==> src/rtl/core/char_lcd_request_sequencer_assert.svh <==
// Assertion macros for the character LCD request sequencer.
// Included by the top level; no other dependencies.
`ifndef CHAR_LCD_REQUEST_SEQUENCER_ASSERT_SVH
`define CHAR_LCD_REQUEST_SEQUENCER_ASSERT_SVH

// Same-cycle implication, disabled while reset is held.
`define CLRS_ASSERT_SAME(label, clk, rst_n, ante, cons, msg) \
    label: assert property (@(posedge clk) disable iff (!(rst_n)) (ante) |-> (cons)) \
        else $error(msg);

// Next-cycle implication, disabled while reset is held.
`define CLRS_ASSERT_NEXT(label, clk, rst_n, ante, cons, msg) \
    label: assert property (@(posedge clk) disable iff (!(rst_n)) (ante) |=> (cons)) \
        else $error(msg);

`endif

==> src/rtl/core/clrs_pkg.sv <==
// Shared types, codes and constants for the character LCD request sequencer.
// No dependencies; compiled first.
`default_nettype none

package clrs_pkg;

    localparam int QUEUE_DEPTH_DEF = 16;
    localparam int MAX_STRING_DEF  = 16;

    // Field widths of the request and result beats
    localparam int CMD_W    = 3;
    localparam int ROW_W    = 2;
    localparam int COL_W    = 5;
    localparam int CHAR_W   = 8;
    localparam int STATUS_W = 2;
    localparam int DONE_W   = 3;

    // APB register file
    localparam int CFG_AW = 3;
    localparam int CFG_DW = 32;

    localparam logic [7:0] TICK_PERIOD_RST = 8'd2;
    localparam logic [7:0] POWER_WAIT_RST  = 8'd30;

    // HD44780 command bytes
    localparam logic [7:0] LCD_FUNC_SET   = 8'h38;
    localparam logic [7:0] LCD_DISP_ON    = 8'h0F;
    localparam logic [7:0] LCD_CLS        = 8'h01;
    localparam logic [7:0] LCD_ENTRY_MODE = 8'h06;
    localparam logic [7:0] LCD_SET_DDRAM  = 8'h80;
    localparam logic [7:0] LCD_LINE2_OFS  = 8'h40;

    localparam logic [4:0] MAX_COLUMN = 5'd16;
    localparam logic [2:0] INIT_STEPS = 3'd4;

    typedef enum logic [CMD_W-1:0] {
        CMD_TICK  = 3'd0,
        CMD_INIT  = 3'd1,
        CMD_CLEAR = 3'd2,
        CMD_POS   = 3'd3,
        CMD_CHAR  = 3'd4
    } t_cmd;

    typedef enum logic [STATUS_W-1:0] {
        ST_QUEUED   = 2'd0,
        ST_REJECTED = 2'd1,
        ST_DROPPED  = 2'd2
    } t_status;

    typedef enum logic [DONE_W-1:0] {
        DONE_NONE   = 3'd0,
        DONE_INIT   = 3'd1,
        DONE_CLEAR  = 3'd2,
        DONE_POS    = 3'd3,
        DONE_STRING = 3'd4
    } t_done;

    typedef enum logic [1:0] {
        MODE_INIT     = 2'd0,
        MODE_OPER     = 2'd1,
        MODE_INACTIVE = 2'd2
    } t_mode;

    typedef enum logic [1:0] {
        ET_CHAR   = 2'd0,
        ET_CLEAR  = 2'd1,
        ET_POS    = 2'd2,
        ET_FINISH = 2'd3
    } t_etype;

    typedef enum logic [0:0] {
        REG_TICK_PERIOD = 1'b0,
        REG_POWER_WAIT  = 1'b1
    } t_reg_idx;

    typedef struct packed {
        logic [COL_W-1:0]  column;
        logic              row;
        logic              last;
        logic [CHAR_W-1:0] ch;
        t_etype            etype;
    } t_entry;

    typedef struct packed {
        logic       rs;
        logic       en;
        logic [7:0] data;
    } t_pins;

    typedef struct packed {
        t_status status;
        t_pins   pins;
        t_done   done;
    } t_result;

    function automatic logic [7:0] init_cmd(input logic [1:0] step);
        logic [7:0] b;
        case (step)
            2'd0:    b = LCD_FUNC_SET;
            2'd1:    b = LCD_DISP_ON;
            2'd2:    b = LCD_CLS;
            default: b = LCD_ENTRY_MODE;
        endcase
        return b;
    endfunction

endpackage

`default_nettype wire

==> src/rtl/core/clrs_if.sv <==
// Valid/ready channel interfaces: request beats in, result beats out.
// Depends on clrs_pkg for field widths.
`default_nettype none

interface clrs_req_if import clrs_pkg::*; ();
    logic              valid;
    logic              ready;
    logic [CMD_W-1:0]  command;
    logic [ROW_W-1:0]  row;
    logic [COL_W-1:0]  column;
    logic [CHAR_W-1:0] char_byte;
    logic              last_char;

    modport source (output valid, command, row, column, char_byte, last_char, input ready);
    modport sink   (input valid, command, row, column, char_byte, last_char, output ready);
endinterface

interface clrs_rsp_if import clrs_pkg::*; ();
    logic                valid;
    logic                ready;
    logic [STATUS_W-1:0] status;
    logic                lcd_rs;
    logic                lcd_enable;
    logic [7:0]          lcd_data;
    logic [DONE_W-1:0]   done_event;

    modport source (output valid, status, lcd_rs, lcd_enable, lcd_data, done_event,
                    input ready);
    modport sink   (input valid, status, lcd_rs, lcd_enable, lcd_data, done_event,
                    output ready);
endinterface

`default_nettype wire

==> src/rtl/core/char_lcd_request_sequencer.sv <==
// Character LCD request sequencer: request ring, init/operate sequencing, APB regs.
// Depends on clrs_pkg, clrs_if and char_lcd_request_sequencer_assert.svh.
//
//   channel | dir | handshake     | beat
//   i_req   | in  | valid/ready   | command, row, column, char_byte, last_char
//   o_rsp   | out | valid/ready   | status, lcd_rs, lcd_enable, lcd_data, done_event
//   apb     | in  | psel/penable  | tick_period_ms @0x0, power_on_wait_ms @0x4
//
// One beat per cycle while i_req is ready: each request beat is decoded and
// applied to the ring and sequencer state, its result registered in the same cycle.
// The result side is a two-deep buffer (output register plus skid), so i_req
// stays ready while one result waits; ready drops only when both are full.
// The ring head is registered from the slot memory at the next read index, with a
// bypass when the slot being written is the one about to be read.
// Synchronous active-low reset clears control state; slot contents are not reset.
`default_nettype none

module char_lcd_request_sequencer import clrs_pkg::*; #(
    parameter int QUEUE_DEPTH = QUEUE_DEPTH_DEF,
    parameter int MAX_STRING  = MAX_STRING_DEF
) (
    input  wire logic              i_clk,
    input  wire logic              i_rst_n,
    clrs_req_if.sink               i_req,
    clrs_rsp_if.source             o_rsp,
    input  wire logic              psel,
    input  wire logic              penable,
    input  wire logic              pwrite,
    input  wire logic [CFG_AW-1:0] paddr,
    input  wire logic [CFG_DW-1:0] pwdata,
    output logic      [CFG_DW-1:0] prdata,
    output logic                   pready
);

    localparam int QW  = (QUEUE_DEPTH > 1) ? $clog2(QUEUE_DEPTH) : 1;
    localparam int SCW = $clog2(MAX_STRING + 1);

    function automatic logic [QW-1:0] next_idx(input logic [QW-1:0] i);
        return (i == QW'(QUEUE_DEPTH - 1)) ? '0 : i + QW'(1);
    endfunction

    // ---------------------------------------------------------------
    // Configuration registers
    // ---------------------------------------------------------------
    logic [7:0] r_tick_period;
    logic [7:0] r_power_wait;
    t_reg_idx   cfg_idx;
    logic       cfg_wr;

    assign pready  = 1'b1;
    assign cfg_idx = t_reg_idx'(paddr[2]);
    assign cfg_wr  = psel && penable && pwrite && pready;

    always_ff @(posedge i_clk) begin
        if (!i_rst_n) begin
            r_tick_period <= TICK_PERIOD_RST;
            r_power_wait  <= POWER_WAIT_RST;
        end else if (cfg_wr) begin
            unique case (cfg_idx)
                REG_TICK_PERIOD: r_tick_period <= pwdata[7:0];
                REG_POWER_WAIT:  r_power_wait  <= pwdata[7:0];
                default: ;
            endcase
        end
    end

    always_comb begin
        unique case (cfg_idx)
            REG_TICK_PERIOD: prdata = {{(CFG_DW-8){1'b0}}, r_tick_period};
            REG_POWER_WAIT:  prdata = {{(CFG_DW-8){1'b0}}, r_power_wait};
            default:         prdata = '0;
        endcase
    end

    // ---------------------------------------------------------------
    // State
    // ---------------------------------------------------------------
    t_entry                 r_mem [QUEUE_DEPTH];
    t_entry                 r_head;            // mirror of r_mem[r_ri]
    logic [QUEUE_DEPTH-1:0] r_busy, n_busy;
    logic [QUEUE_DEPTH-1:0] r_fin, n_fin;      // last char sent, slot now reports done
    logic [QW-1:0]          r_wi, n_wi;
    logic [QW-1:0]          r_ri, n_ri;
    t_mode                  r_mode, n_mode;
    logic [2:0]             r_init_step, n_init_step;
    logic                   r_phase, n_phase;  // 1: enable-low step next
    logic [15:0]            r_elapsed, n_elapsed;
    logic [SCW-1:0]         r_str_cnt, n_str_cnt;
    t_pins                  r_pins, n_pins;

    // Result buffer
    t_result r_out, r_skid, n_res;
    logic    r_out_v, r_skid_v;

    logic    accept;
    t_cmd    cmd;
    logic    init_req;
    logic    init_fin;
    logic    mem_we;
    t_entry  mem_wdata;
    logic    enq_req;
    t_entry  enq_entry;
    logic    retire;
    t_etype  head_type;
    logic [16:0] elapsed_sum;
    logic [15:0] elapsed_sat;

    assign i_req.ready = !r_skid_v;
    assign accept      = i_req.valid && i_req.ready;
    assign cmd         = t_cmd'(i_req.command);
    assign init_req    = accept && (cmd == CMD_INIT);
    assign init_fin    = accept && (cmd == CMD_TICK) && (r_mode == MODE_INIT)
                         && (r_init_step >= INIT_STEPS);

    assign head_type   = r_fin[r_ri] ? ET_FINISH : r_head.etype;
    assign elapsed_sum = {1'b0, r_elapsed} + {9'b0, r_tick_period};
    assign elapsed_sat = elapsed_sum[16] ? 16'hFFFF : elapsed_sum[15:0];

    // ---------------------------------------------------------------
    // Mode: next state
    // ---------------------------------------------------------------
    always_comb begin
        n_mode = r_mode;
        unique case (r_mode)
            MODE_INACTIVE: begin
                if (init_req) n_mode = MODE_INIT;
            end
            MODE_INIT: begin
                if (init_fin) n_mode = MODE_OPER;
            end
            MODE_OPER: begin
                if (init_req) n_mode = MODE_INIT;
            end
            default: n_mode = MODE_INACTIVE;
        endcase
    end

    // ---------------------------------------------------------------
    // Per-beat datapath: ring, sequencer and pin updates, result
    // ---------------------------------------------------------------
    always_comb begin
        n_busy      = r_busy;
        n_fin       = r_fin;
        n_wi        = r_wi;
        n_ri        = r_ri;
        n_init_step = r_init_step;
        n_phase     = r_phase;
        n_elapsed   = r_elapsed;
        n_str_cnt   = r_str_cnt;
        n_pins      = r_pins;
        n_res       = '{status: ST_QUEUED, pins: '0, done: DONE_NONE};
        enq_req     = 1'b0;
        enq_entry   = '{column: '0, row: 1'b0, last: 1'b0, ch: '0, etype: ET_CLEAR};
        retire      = 1'b0;
        mem_we      = 1'b0;
        mem_wdata   = enq_entry;

        if (accept) begin
            unique case (cmd)
                CMD_TICK: begin
                    if (r_mode == MODE_INIT) begin
                        n_elapsed = elapsed_sat;
                        if (r_init_step >= INIT_STEPS) begin
                            retire     = 1'b1;
                            n_res.done = DONE_INIT;
                        end else if (r_init_step == 3'd0
                                     && elapsed_sat < {8'b0, r_power_wait}) begin
                            // still in the power-on wait
                        end else if (!r_phase) begin
                            n_pins  = '{rs: 1'b0, en: 1'b1, data: init_cmd(r_init_step[1:0])};
                            n_phase = 1'b1;
                        end else begin
                            n_pins.en   = 1'b0;
                            n_phase     = 1'b0;
                            n_init_step = r_init_step + 3'd1;
                        end
                    end else if (r_mode == MODE_OPER && r_busy[r_ri]) begin
                        if (head_type == ET_FINISH) begin
                            retire     = 1'b1;
                            n_res.done = DONE_STRING;
                        end else if (!r_phase) begin
                            n_phase = 1'b1;
                            case (head_type)
                                ET_CHAR:  n_pins = '{rs: 1'b1, en: 1'b1, data: r_head.ch};
                                ET_CLEAR: n_pins = '{rs: 1'b0, en: 1'b1, data: LCD_CLS};
                                default:  n_pins = '{rs: 1'b0, en: 1'b1,
                                                     data: LCD_SET_DDRAM
                                                         + (r_head.row ? LCD_LINE2_OFS : 8'h00)
                                                         + {3'b0, r_head.column}};
                            endcase
                        end else begin
                            n_pins.en = 1'b0;
                            n_phase   = 1'b0;
                            case (head_type)
                                ET_CHAR: begin
                                    // last char turns its slot into a done report
                                    if (r_head.last) n_fin[r_ri] = 1'b1;
                                    else             retire      = 1'b1;
                                end
                                ET_CLEAR: begin
                                    retire     = 1'b1;
                                    n_res.done = DONE_CLEAR;
                                end
                                default: begin
                                    retire     = 1'b1;
                                    n_res.done = DONE_POS;
                                end
                            endcase
                        end
                    end
                end
                CMD_INIT: begin
                    // drop everything queued, hold the write slot without filling it
                    n_busy       = '0;
                    n_busy[r_wi] = 1'b1;
                    n_wi         = next_idx(r_wi);
                end
                CMD_CLEAR: begin
                    enq_req = 1'b1;
                end
                CMD_POS: begin
                    if (i_req.row > 2'd1 || i_req.column > MAX_COLUMN) begin
                        n_res.status = ST_REJECTED;
                    end else begin
                        enq_req   = 1'b1;
                        enq_entry = '{column: i_req.column, row: i_req.row[0], last: 1'b0,
                                      ch: '0, etype: ET_POS};
                    end
                end
                CMD_CHAR: begin
                    if (r_str_cnt >= SCW'(MAX_STRING)) begin
                        n_res.status = ST_REJECTED;
                    end else begin
                        enq_req   = 1'b1;
                        enq_entry = '{column: '0, row: 1'b0, last: i_req.last_char,
                                      ch: i_req.char_byte, etype: ET_CHAR};
                    end
                end
                default: ;
            endcase

            if (enq_req) begin
                if (r_busy[r_wi]) begin
                    n_res.status = ST_DROPPED;
                end else begin
                    mem_we       = 1'b1;
                    mem_wdata    = enq_entry;
                    n_busy[r_wi] = 1'b1;
                    n_fin[r_wi]  = 1'b0;
                    n_wi         = next_idx(r_wi);
                end
            end

            if (cmd == CMD_CHAR) begin
                if (i_req.last_char) n_str_cnt = '0;
                else if (mem_we)     n_str_cnt = r_str_cnt + SCW'(1);
            end

            if (retire) begin
                n_busy[r_ri] = 1'b0;
                n_ri         = next_idx(r_ri);
            end
        end

        n_res.pins = n_pins;
    end

    // ---------------------------------------------------------------
    // Slot memory with prefetched head
    // ---------------------------------------------------------------
    always_ff @(posedge i_clk) begin
        if (mem_we) r_mem[r_wi] <= mem_wdata;
        if (mem_we && r_wi == n_ri) r_head <= mem_wdata;
        else                        r_head <= r_mem[n_ri];
    end

    always_ff @(posedge i_clk) begin
        if (!i_rst_n) begin
            r_busy      <= '0;
            r_fin       <= '0;
            r_wi        <= '0;
            r_ri        <= '0;
            r_mode      <= MODE_INACTIVE;
            r_init_step <= '0;
            r_phase     <= 1'b0;
            r_elapsed   <= '0;
            r_str_cnt   <= '0;
            r_pins      <= '0;
        end else begin
            r_busy      <= n_busy;
            r_fin       <= n_fin;
            r_wi        <= n_wi;
            r_ri        <= n_ri;
            r_mode      <= n_mode;
            r_init_step <= n_init_step;
            r_phase     <= n_phase;
            r_elapsed   <= n_elapsed;
            r_str_cnt   <= n_str_cnt;
            r_pins      <= n_pins;
        end
    end

    // ---------------------------------------------------------------
    // Result buffer: output register plus skid
    // ---------------------------------------------------------------
    always_ff @(posedge i_clk) begin
        if (!i_rst_n) begin
            r_out_v  <= 1'b0;
            r_skid_v <= 1'b0;
        end else if (accept) begin
            if (!r_out_v || o_rsp.ready) r_out_v  <= 1'b1;
            else                         r_skid_v <= 1'b1;
        end else if (r_out_v && o_rsp.ready) begin
            if (r_skid_v) r_skid_v <= 1'b0;
            else          r_out_v  <= 1'b0;
        end
    end

    always_ff @(posedge i_clk) begin
        if (accept) begin
            if (!r_out_v || o_rsp.ready) r_out  <= n_res;
            else                         r_skid <= n_res;
        end else if (r_out_v && o_rsp.ready && r_skid_v) begin
            r_out <= r_skid;
        end
    end

    assign o_rsp.valid      = r_out_v;
    assign o_rsp.status     = r_out.status;
    assign o_rsp.lcd_rs     = r_out.pins.rs;
    assign o_rsp.lcd_enable = r_out.pins.en;
    assign o_rsp.lcd_data   = r_out.pins.data;
    assign o_rsp.done_event = r_out.done;

    // ---------------------------------------------------------------
    // Assertions
    // ---------------------------------------------------------------
`include "char_lcd_request_sequencer_assert.svh"

    `CLRS_ASSERT_SAME(a_skid_needs_out, i_clk, i_rst_n, r_skid_v, r_out_v, "skid full, output empty")
    `CLRS_ASSERT_NEXT(a_init_one_slot, i_clk, i_rst_n, init_req, $onehot(r_busy) && (r_mode == MODE_INIT), "init did not leave one busy slot")
    `CLRS_ASSERT_SAME(a_step_bound, i_clk, i_rst_n, 1'b1, r_init_step <= INIT_STEPS, "init step past end")
    `CLRS_ASSERT_NEXT(a_idle_pins, i_clk, i_rst_n, accept && (cmd != CMD_TICK), $stable(r_pins), "request moved the pins")

endmodule

`default_nettype wire

==> src/flat_wrapper.sv <==
// flat-port wrapper written by rule: the top's interface ports become plain ports
module char_lcd_request_sequencer_flat import clrs_pkg::*;
#(
    parameter int QUEUE_DEPTH = QUEUE_DEPTH_DEF,
    parameter int MAX_STRING  = MAX_STRING_DEF
)
  (i_clk, i_rst_n, psel, penable, pwrite, paddr, pwdata, prdata, pready, i_req_valid, i_req_command, i_req_row, i_req_column, i_req_char_byte, i_req_last_char, i_req_ready, o_rsp_valid, o_rsp_status, o_rsp_lcd_rs, o_rsp_lcd_enable, o_rsp_lcd_data, o_rsp_done_event, o_rsp_ready);
  clrs_req_if i_req_i ();
  clrs_rsp_if o_rsp_i ();
  input  wire logic i_clk;
  input  wire logic i_rst_n;
  input  wire logic psel;
  input  wire logic penable;
  input  wire logic pwrite;
  input  wire logic [CFG_AW-1:0] paddr;
  input  wire logic [CFG_DW-1:0] pwdata;
  output logic      [CFG_DW-1:0] prdata;
  output logic pready;
  input wire logic [$bits(i_req_i.valid)-1:0] i_req_valid;
  input wire logic [$bits(i_req_i.command)-1:0] i_req_command;
  input wire logic [$bits(i_req_i.row)-1:0] i_req_row;
  input wire logic [$bits(i_req_i.column)-1:0] i_req_column;
  input wire logic [$bits(i_req_i.char_byte)-1:0] i_req_char_byte;
  input wire logic [$bits(i_req_i.last_char)-1:0] i_req_last_char;
  output wire logic [$bits(i_req_i.ready)-1:0] i_req_ready;
  output wire logic [$bits(o_rsp_i.valid)-1:0] o_rsp_valid;
  output wire logic [$bits(o_rsp_i.status)-1:0] o_rsp_status;
  output wire logic [$bits(o_rsp_i.lcd_rs)-1:0] o_rsp_lcd_rs;
  output wire logic [$bits(o_rsp_i.lcd_enable)-1:0] o_rsp_lcd_enable;
  output wire logic [$bits(o_rsp_i.lcd_data)-1:0] o_rsp_lcd_data;
  output wire logic [$bits(o_rsp_i.done_event)-1:0] o_rsp_done_event;
  input wire logic [$bits(o_rsp_i.ready)-1:0] o_rsp_ready;
  assign i_req_i.valid = i_req_valid;
  assign i_req_i.command = i_req_command;
  assign i_req_i.row = i_req_row;
  assign i_req_i.column = i_req_column;
  assign i_req_i.char_byte = i_req_char_byte;
  assign i_req_i.last_char = i_req_last_char;
  assign i_req_ready = i_req_i.ready;
  assign o_rsp_valid = o_rsp_i.valid;
  assign o_rsp_status = o_rsp_i.status;
  assign o_rsp_lcd_rs = o_rsp_i.lcd_rs;
  assign o_rsp_lcd_enable = o_rsp_i.lcd_enable;
  assign o_rsp_lcd_data = o_rsp_i.lcd_data;
  assign o_rsp_done_event = o_rsp_i.done_event;
  assign o_rsp_i.ready = o_rsp_ready;
  char_lcd_request_sequencer #(.QUEUE_DEPTH(QUEUE_DEPTH), .MAX_STRING(MAX_STRING)) u_core (.i_clk(i_clk), .i_rst_n(i_rst_n), .i_req(i_req_i), .o_rsp(o_rsp_i), .psel(psel), .penable(penable), .pwrite(pwrite), .paddr(paddr), .pwdata(pwdata), .prdata(prdata), .pready(pready));
endmodule
==> config.mk <==
export PLATFORM = sky130hd
export DESIGN_NAME = char_lcd_request_sequencer_flat
export DESIGN_NICKNAME = d
export VERILOG_FILES = /design/src/rtl/core/clrs_pkg.sv /design/src/rtl/core/clrs_if.sv /design/src/rtl/core/char_lcd_request_sequencer.sv /design/src/flat_wrapper.sv
export VERILOG_INCLUDE_DIRS = /design/src /design/src/rtl/core
export SDC_FILE = /design/constraint.sdc
export NUM_CORES = 1
export LEC_CHECK = 0
export BUFFER_PORTS_ARGS = -buffer_cell sky130_fd_sc_hd__buf_2
export CAP_MARGIN = 15
export CORE_UTILIZATION = 61
export DETAILED_ROUTE_END_ITERATION = 10
export PLACE_DENSITY_LB_ADDON = 0.05
export SKIP_LAST_GASP = 1
export SYNTH_ARGS = -nofsm -noshare
export SYNTH_HDL_FRONTEND = slang
export SYNTH_SLANG_ARGS = --single-unit
==> constraint.sdc <==
create_clock -name i_clk -period 5 [get_ports i_clk]
set_input_delay 0.75 -clock i_clk [delete_from_list [all_inputs] [get_ports i_clk]]
set_output_delay 0.75 -clock i_clk [all_outputs]
set_load 0.005 [all_outputs]
* Word-level counts from Yosys, hierarchy flattened
Memories as Yosys holds them, arrays and structs flattened. A register that Yosys moved wholly into a read port is not among the register bits. Cells that the tools add are included.
Storage, ports and cells: flip-flop bits (word level) 125, bits in latches 0, RAM bits 272, bits in read-only memories 0, bits of input ports 61, output and inout port bits 50, word-level logic and storage cells 220, memories kept 1
Operators by class: add/sub/neg operators 7, multiply operators 0, div/mod/pow operators 0, order comparisons 9, eq/ne operators 20, shift-type cells 0, multiplexer cells 109, bitwise operators 10, reductions and logical operators 38
Memories:
- u_core.r_mem | depth 16, width 17, read ports 1, clocked after Yosys merged registers in 1, write ports 1, RTL line char_lcd_request_sequencer.sv:78 | t_entry r_mem [QUEUE_DEPTH];
Operators with widths (number):
- 16-bit 2-to-1 mux | 17
- 10-bit 2-to-1 mux | 7
- 17-bit 2-to-1 mux | 4
- 32-bit case mux with 2 select lines | 1
- 15-bit 2-to-1 mux | 3
- 1-bit 2-to-1 mux | 42
- 17-bit case mux with 2 select lines | 1
- 16-bit bitwise AND | 2
- 16-bit NOT | 2
- 16-bit bitwise OR | 2
- 4-bit 2-to-1 mux | 7
- 10-bit case mux with 2 select lines | 1
- 6-bit case mux with 3 select lines | 1
- 16-bit by 8-bit adder with 17-bit output | 1
- 16-bit by 8-bit less-than comparator with 1-bit output | 1
- 8-bit 2-to-1 mux | 2
- 3-bit 2-to-1 mux | 5
- 1-bit logical AND | 13
- 1-bit binary-select mux with 4-bit select | 3
- 2-bit case mux with 2 select lines | 3
- 2-bit AND reduction | 6
- 6-bit AND reduction | 2
- 11-bit 2-to-1 mux | 1
- 4-bit by 5-bit less-than comparator with 1-bit output, second input constant | 2
- other kinds (31) | 64

* Depth between registers and ports, before layout
word-level depth 16, gate-level depth with buffers 18, gate-level depth less buffers 16

* Worst setup path after synthesis
No wires, ideal clock.
path kind register -> register, start point reg u_core.r_elapsed[0], end point reg u_core.r_out, in the netlist u_core.o_rsp.lcd_data[6] (data pin), setup time 260 ps, arrival 4178 ps, data required time 4740 ps, slack 562 ps, stages on the path, launching flop included 19, buffers on the path 3, clock period less this slack 4438 ps, cells stage by stage dfxtp_1 ha_1 fa_1 nand3_1 nand2_1 a221oi_1 or3_1 clkbuf_1 clkbuf_1 nand2_1 ha_1 nand3_1 a21boi_0 o31ai_1 and4_1 buf_2 a211o_1 a311o_1 mux2_2
RTL lines:
- start, declared | RTL line char_lcd_request_sequencer.sv:87 | logic [15:0] r_elapsed, n_elapsed;
- start signal, assigned | RTL line char_lcd_request_sequencer.sv:297 | r_elapsed <= n_elapsed;
- end signal, assigned | RTL line char_lcd_request_sequencer.sv:321 | if (!r_out_v || o_rsp.ready) r_out <= n_res;
- end signal, assigned | RTL line char_lcd_request_sequencer.sv:324 | r_out <= r_skid;
- end, declared | RTL line char_lcd_request_sequencer.sv:92 | t_result r_out, r_skid, n_res;

* Worst setup path in the final report
start point reg u_core.r_tick_period[0], end point reg u_core.r_out, in the netlist u_core.o_rsp.lcd_data[0] (data pin)
On the way: word-level cells in the longest chain between the ends 11
Ends and longest elaborated chain:
- start, declared | RTL line char_lcd_request_sequencer.sv:45 | logic [7:0] r_tick_period;
- start signal, assigned | RTL line char_lcd_request_sequencer.sv:60 | REG_TICK_PERIOD: r_tick_period <= pwdata[7:0];
- 16-bit by 8-bit adder with 17-bit output | RTL line char_lcd_request_sequencer.sv:116 | assign elapsed_sum = {1'b0, r_elapsed} + {9'b0, r_tick_period};
- 16-bit 2-to-1 mux | RTL line char_lcd_request_sequencer.sv:117 | assign elapsed_sat = elapsed_sum[16] ? 16'hFFFF : elapsed_sum[15:0];
- named net u_core.elapsed_sat[2] | RTL line char_lcd_request_sequencer.sv:106 | logic [15:0] elapsed_sat;
- 16-bit by 8-bit less-than comparator with 1-bit output | RTL line char_lcd_request_sequencer.sv:167 | && elapsed_sat < {8'b0, r_power_wait}) begin
- 1-bit logical AND | RTL line char_lcd_request_sequencer.sv:167
- 10-bit 2-to-1 mux | RTL line char_lcd_request_sequencer.sv:166 | end else if (r_init_step == 3'd0
- 10-bit 2-to-1 mux | RTL line char_lcd_request_sequencer.sv:163 | if (r_init_step >= INIT_STEPS) begin
- 10-bit 2-to-1 mux | RTL line char_lcd_request_sequencer.sv:161 | if (r_mode == MODE_INIT) begin
- 10-bit 2-to-1 mux | RTL line char_lcd_request_sequencer.sv:159 | unique case (cmd)
- 10-bit 2-to-1 mux | RTL line char_lcd_request_sequencer.sv:158 | if (accept) begin
- 15-bit 2-to-1 mux | RTL line char_lcd_request_sequencer.sv:321
- 15-bit 2-to-1 mux | RTL line char_lcd_request_sequencer.sv:320 | if (accept) begin
The timed path passes the listed nets, and every way through them passes these cells. The select of a mux whose other input is x is not followed. A chain may end at the register's enable or synchronous reset.

==> flow_summary.ini <==
[run_status]
outcome = complete, no violations

[cts]
clock_path_buffers = 3
clk_pin_slew_ns = 0.06
cts_setup_buffers = 0
cts_num_sinks = 401
htreeDepth = 2
clk_latency_ns = 0.55
cts-root-buf = clkbuf_16
cts-hold-fix-buffers = 0
cts_made_buffers = 41
cts.repair.resized = 0
cts_tree = yes

[finish]
layout_common_cells = edfxtp_1 (302), nand2_1 (99), dfxtp_1 (96)
finalNonFillerCells = 1743
layout-drive-gt1-share_pct = 23.0
area_delta_synth_final_pct = 11.0
fin_nets = 1420
final_common_cell = edfxtp_1
antenna_cells = 0

[detailed_routing]
drtAntennaViolNets = 0
wirelength_mm = 40.1
drt_first_pass_iters = 5
post_drt_via_cell_ratio = 6.28
vias = 10900
drtIter0Drc = 1213
drc_errors = 0
wl_per_cell_um = 23.0

[floorplanning]
rows = 62
start_util_pct = 62.1
ios = 111
coreArea_sq_um = 28700
die_h_um = 173
die_area_sq_um = 29900
die_w_um = 173

[placement]
place_congestion = 0.857
numPortBuffers = 59
hpwl_mm = 24.7
place_inst = 1668

[synthesis]
synth.avg_cell_area_sq_um = 14.1
ys_warn_count = 0
async_reset_ff_share_pct = 0
ys_types = 72
netlist_area_sq_um = 17800
synthFlopType = edfxtp_1
synth_cells = 1261
synth_edf_count = 302
ys_seq_elements = 401
yosysSeqAreaShare_pct = 62.0

[worst_setup_path]
r2r_end = u_core.o_rsp.lcd_data[0]$_DFFE_PP_
crit_buf_inv = 1
r2r-start = u_core.r_tick_period[0]$_SDFFE_PN0P_
crit_path_end_kind = register
cp_max_fo = 9
crit_type = reg -> reg
max_stage_delay_ns = 0.57
rr_worst_depth = 16
cp_cell_sequence = ha_1, fa_1, nand3_1, nand2_1, a221oi_1, buf_4, or3_1, nand2_1, ha_1, a21oi_1, a21oi_1, o31ai_1, and4_1, a2111oi_0, a311oi_1, o21ai_0
required_ns = 5.25
critPathLaunchType = register
crit_arrival_ns = 4.79
critPathSlowestCell = a311oi_1
cp_top_family = compound AO/OA/AOI/OAI gates
reg2reg_slack_ns = 0.46

[sta]
tns_ns = 0
min_period_ns = 4.54
finalHoldViolCount = 0
final_max_slew_viol_count = 0
fmax_mhz = 220
finalCritPeriodShare_pct = 90.8
tightestPinTransition_ns = 1.09
finalSetupViolations = 0
rsz0062_at_grt = no
relSlewSlack_pct = 27.3
fin_skew_ns = 0.0204

[min_path]
min_to = u_core.r_skid_v$_SDFFE_PN0P_
hold_depth = 2
hp-class = in -> reg
min_from = o_rsp_ready

[global_routing]
antenna_found_initial = 1
grt-ovfl-total = 0
grt_max_degree = 55
grt_pass1_wl_mm = 62.2
first_global_vias = 10600
grt_usage_pct = 27.3

[power]
leakagePower_uw = 0.00682
p_per_area_nw_per_um2 = 338
ir_drop_v = 0.000312

[run]
cap_violations = 0
-- logic make-up (layout without fill, tap and decap cells) --
kind of cell / Yosys count / count (layout) / synth area share (%)
XOR/XNOR: 13 / 13 / 0.639
adder cells (fa/ha/maj): 32 / 32 / 2.29
buffers and inverters: 138 / 213 / 3.61
flip-flops: 401 / 401 / 62.0
AND/OR/NAND/NOR: 342 / 342 / 9.22
AO/OA/AOI/OAI: 212 / 212 / 8.77
multiplexers: 121 / 121 / 13.4
other: 2 / 25 / 0.0422
-- power breakdown --
group / leakage [uW] / total, uW / switching [uW] / internal [uW]
clock: 0.000616 / 2860 / 1250 / 1610
sequential: 0.00363 / 3590 / 14.7 / 3570
combinational: 0.00258 / 231 / 151 / 80.9
-- layer usage --
layer | wire (um) | part of all wire (%) | track usage, % | up-vias
met5 | 0 | 0 | 0 | -
met4 | 948 | 2.4 | 8.15 | 0
met2 | 19200 | 48 | 42.8 | 432
met3 | 2750 | 6.9 | 4.66 | 71
li1 | - | - | - | 4986
met1 | 17200 | 43 | 39.6 | 5453
-- worst reg2reg max path, stage by stage, from the launching register on --
cell       delay, ns
dfxtp_1         0.33
ha_1            0.23
fa_1            0.47
nand3_1         0.10
nand2_1         0.13
a221oi_1        0.27
buf_4           0.18
or3_1           0.28
nand2_1         0.13
ha_1            0.33
a21oi_1         0.13
a21oi_1         0.09
o31ai_1         0.28
and4_1          0.44
a2111oi_0       0.16
a311oi_1        0.57
o21ai_0         0.16
-- synthesized netlist by cell type (4+ instances only) --
cell / number / area, sq um
edfxtp_1: 302 / 9070
dfxtp_1: 99 / 1980
nand2_1: 99 / 372
mux4_2: 92 / 2070
nor2_1: 83 / 312
clkbuf_1: 49 / 184
a21oi_1: 47 / 235
nor3_1: 45 / 225
inv_1: 40 / 150
ha_1: 31 / 388
buf_4: 25 / 188
a211oi_1: 24 / 180
and3_1: 23 / 144
nand3_1: 21 / 105
o21ai_0: 18 / 90.1
o221a_2: 18 / 203
mux2_2: 17 / 191
and2_1: 14 / 87.6
a21o_1: 13 / 97.6
buf_2: 13 / 65.1
mux2i_1: 12 / 120
nand2b_1: 12 / 75.1
a32oi_1: 11 / 96.3
nor2b_1: 10 / 62.6
buf_1: 8 / 30.0
nor4_1: 8 / 50.1
o211ai_1: 8 / 60.1
xnor2_1: 8 / 70.1
nand4_1: 7 / 43.8
a311oi_1: 6 / 52.6
o21ai_1: 6 / 30.0
o21a_1: 5 / 37.5
o22ai_1: 5 / 31.3
xor2_1: 5 / 43.8
a21boi_0: 4 / 30.0
a221oi_1: 4 / 35.0
a31oi_1: 4 / 25.0
o211a_1: 4 / 40.0
o21bai_1: 4 / 30.0
or3_1: 4 / 25.0
-- registers in the layout, indices dropped and copies added, names as in the netlist, 4 cells and up, named ones only --
signal                 count
u_core.r_mem             272
u_core.r_busy             16
u_core.r_elapsed          16
u_core.r_fin              16
u_core.r_skid             15
u_core.r_pins             10
u_core.o_rsp.lcd_data      8
u_core.r_power_wait        8
u_core.r_tick_period       8
u_core.r_str_cnt           5
u_core.r_ri                4
u_core.r_wi                4
-- layout make-up --
| cell class | count | area [sq um] |
|---|---|---|
| Clock inverter | 19 | 113 |
| Timing Repair Buffer | 97 | 581 |
| Multi-Input combinational cell | 745 | 6250 |
| Fill cell | 2023 | 8930 |
| Sequential cell | 401 | 11100 |
| Clock buffer | 56 | 1140 |
| Inverter | 41 | 154 |
| Tap cell | 384 | 480 |
-- per-stage QoR --
| stage | hold WS [ns] | cell area, sq um | util (%) | power (uW) | setup slack (ns) |
|---|---|---|---|---|---|
| after CTS | 0.402 | 19800 | 68.9 | 6720 | 0.511 |
| after detailed placement | 0.462 | 18500 | 64.5 | 3890 | 0.537 |
| after floorplan | 0.446 | 17900 | - | 3810 | 0.562 |
| after global placement | 0.458 | 18500 | 64.5 | 3880 | 0.589 |
| final | 0.417 | 19800 | 68.9 | 6680 | 0.458 |
| after global routing | 0.422 | 19800 | 68.9 | 6870 | 0.121 |
-- how the worst max path moves through the flow --
stage	startpoint	cells past startpoint	end	slack (ns)
5_1_grt	u_core.r_tick_period[0]$_SDFFE_PN0P_	16	u_core.o_rsp.lcd_data[0]$_DFFE_PP_	0.12
4_1_cts	u_core.r_tick_period[0]$_SDFFE_PN0P_	16	u_core.o_rsp.lcd_data[0]$_DFFE_PP_	0.51
3_3_place_gp	u_core.r_tick_period[0]$_SDFFE_PN0P_	16	u_core.o_rsp.lcd_data[0]$_DFFE_PP_	0.59
6_report	u_core.r_tick_period[0]$_SDFFE_PN0P_	16	u_core.o_rsp.lcd_data[0]$_DFFE_PP_	0.46
3_5_place_dp	u_core.r_tick_period[0]$_SDFFE_PN0P_	16	u_core.o_rsp.lcd_data[0]$_DFFE_PP_	0.54
2_1_floorplan	u_core.r_elapsed[0]$_SDFFE_PN0P_	18	u_core.o_rsp.lcd_data[6]$_DFFE_PP_	0.56
(Power assumes the default switching activity.)
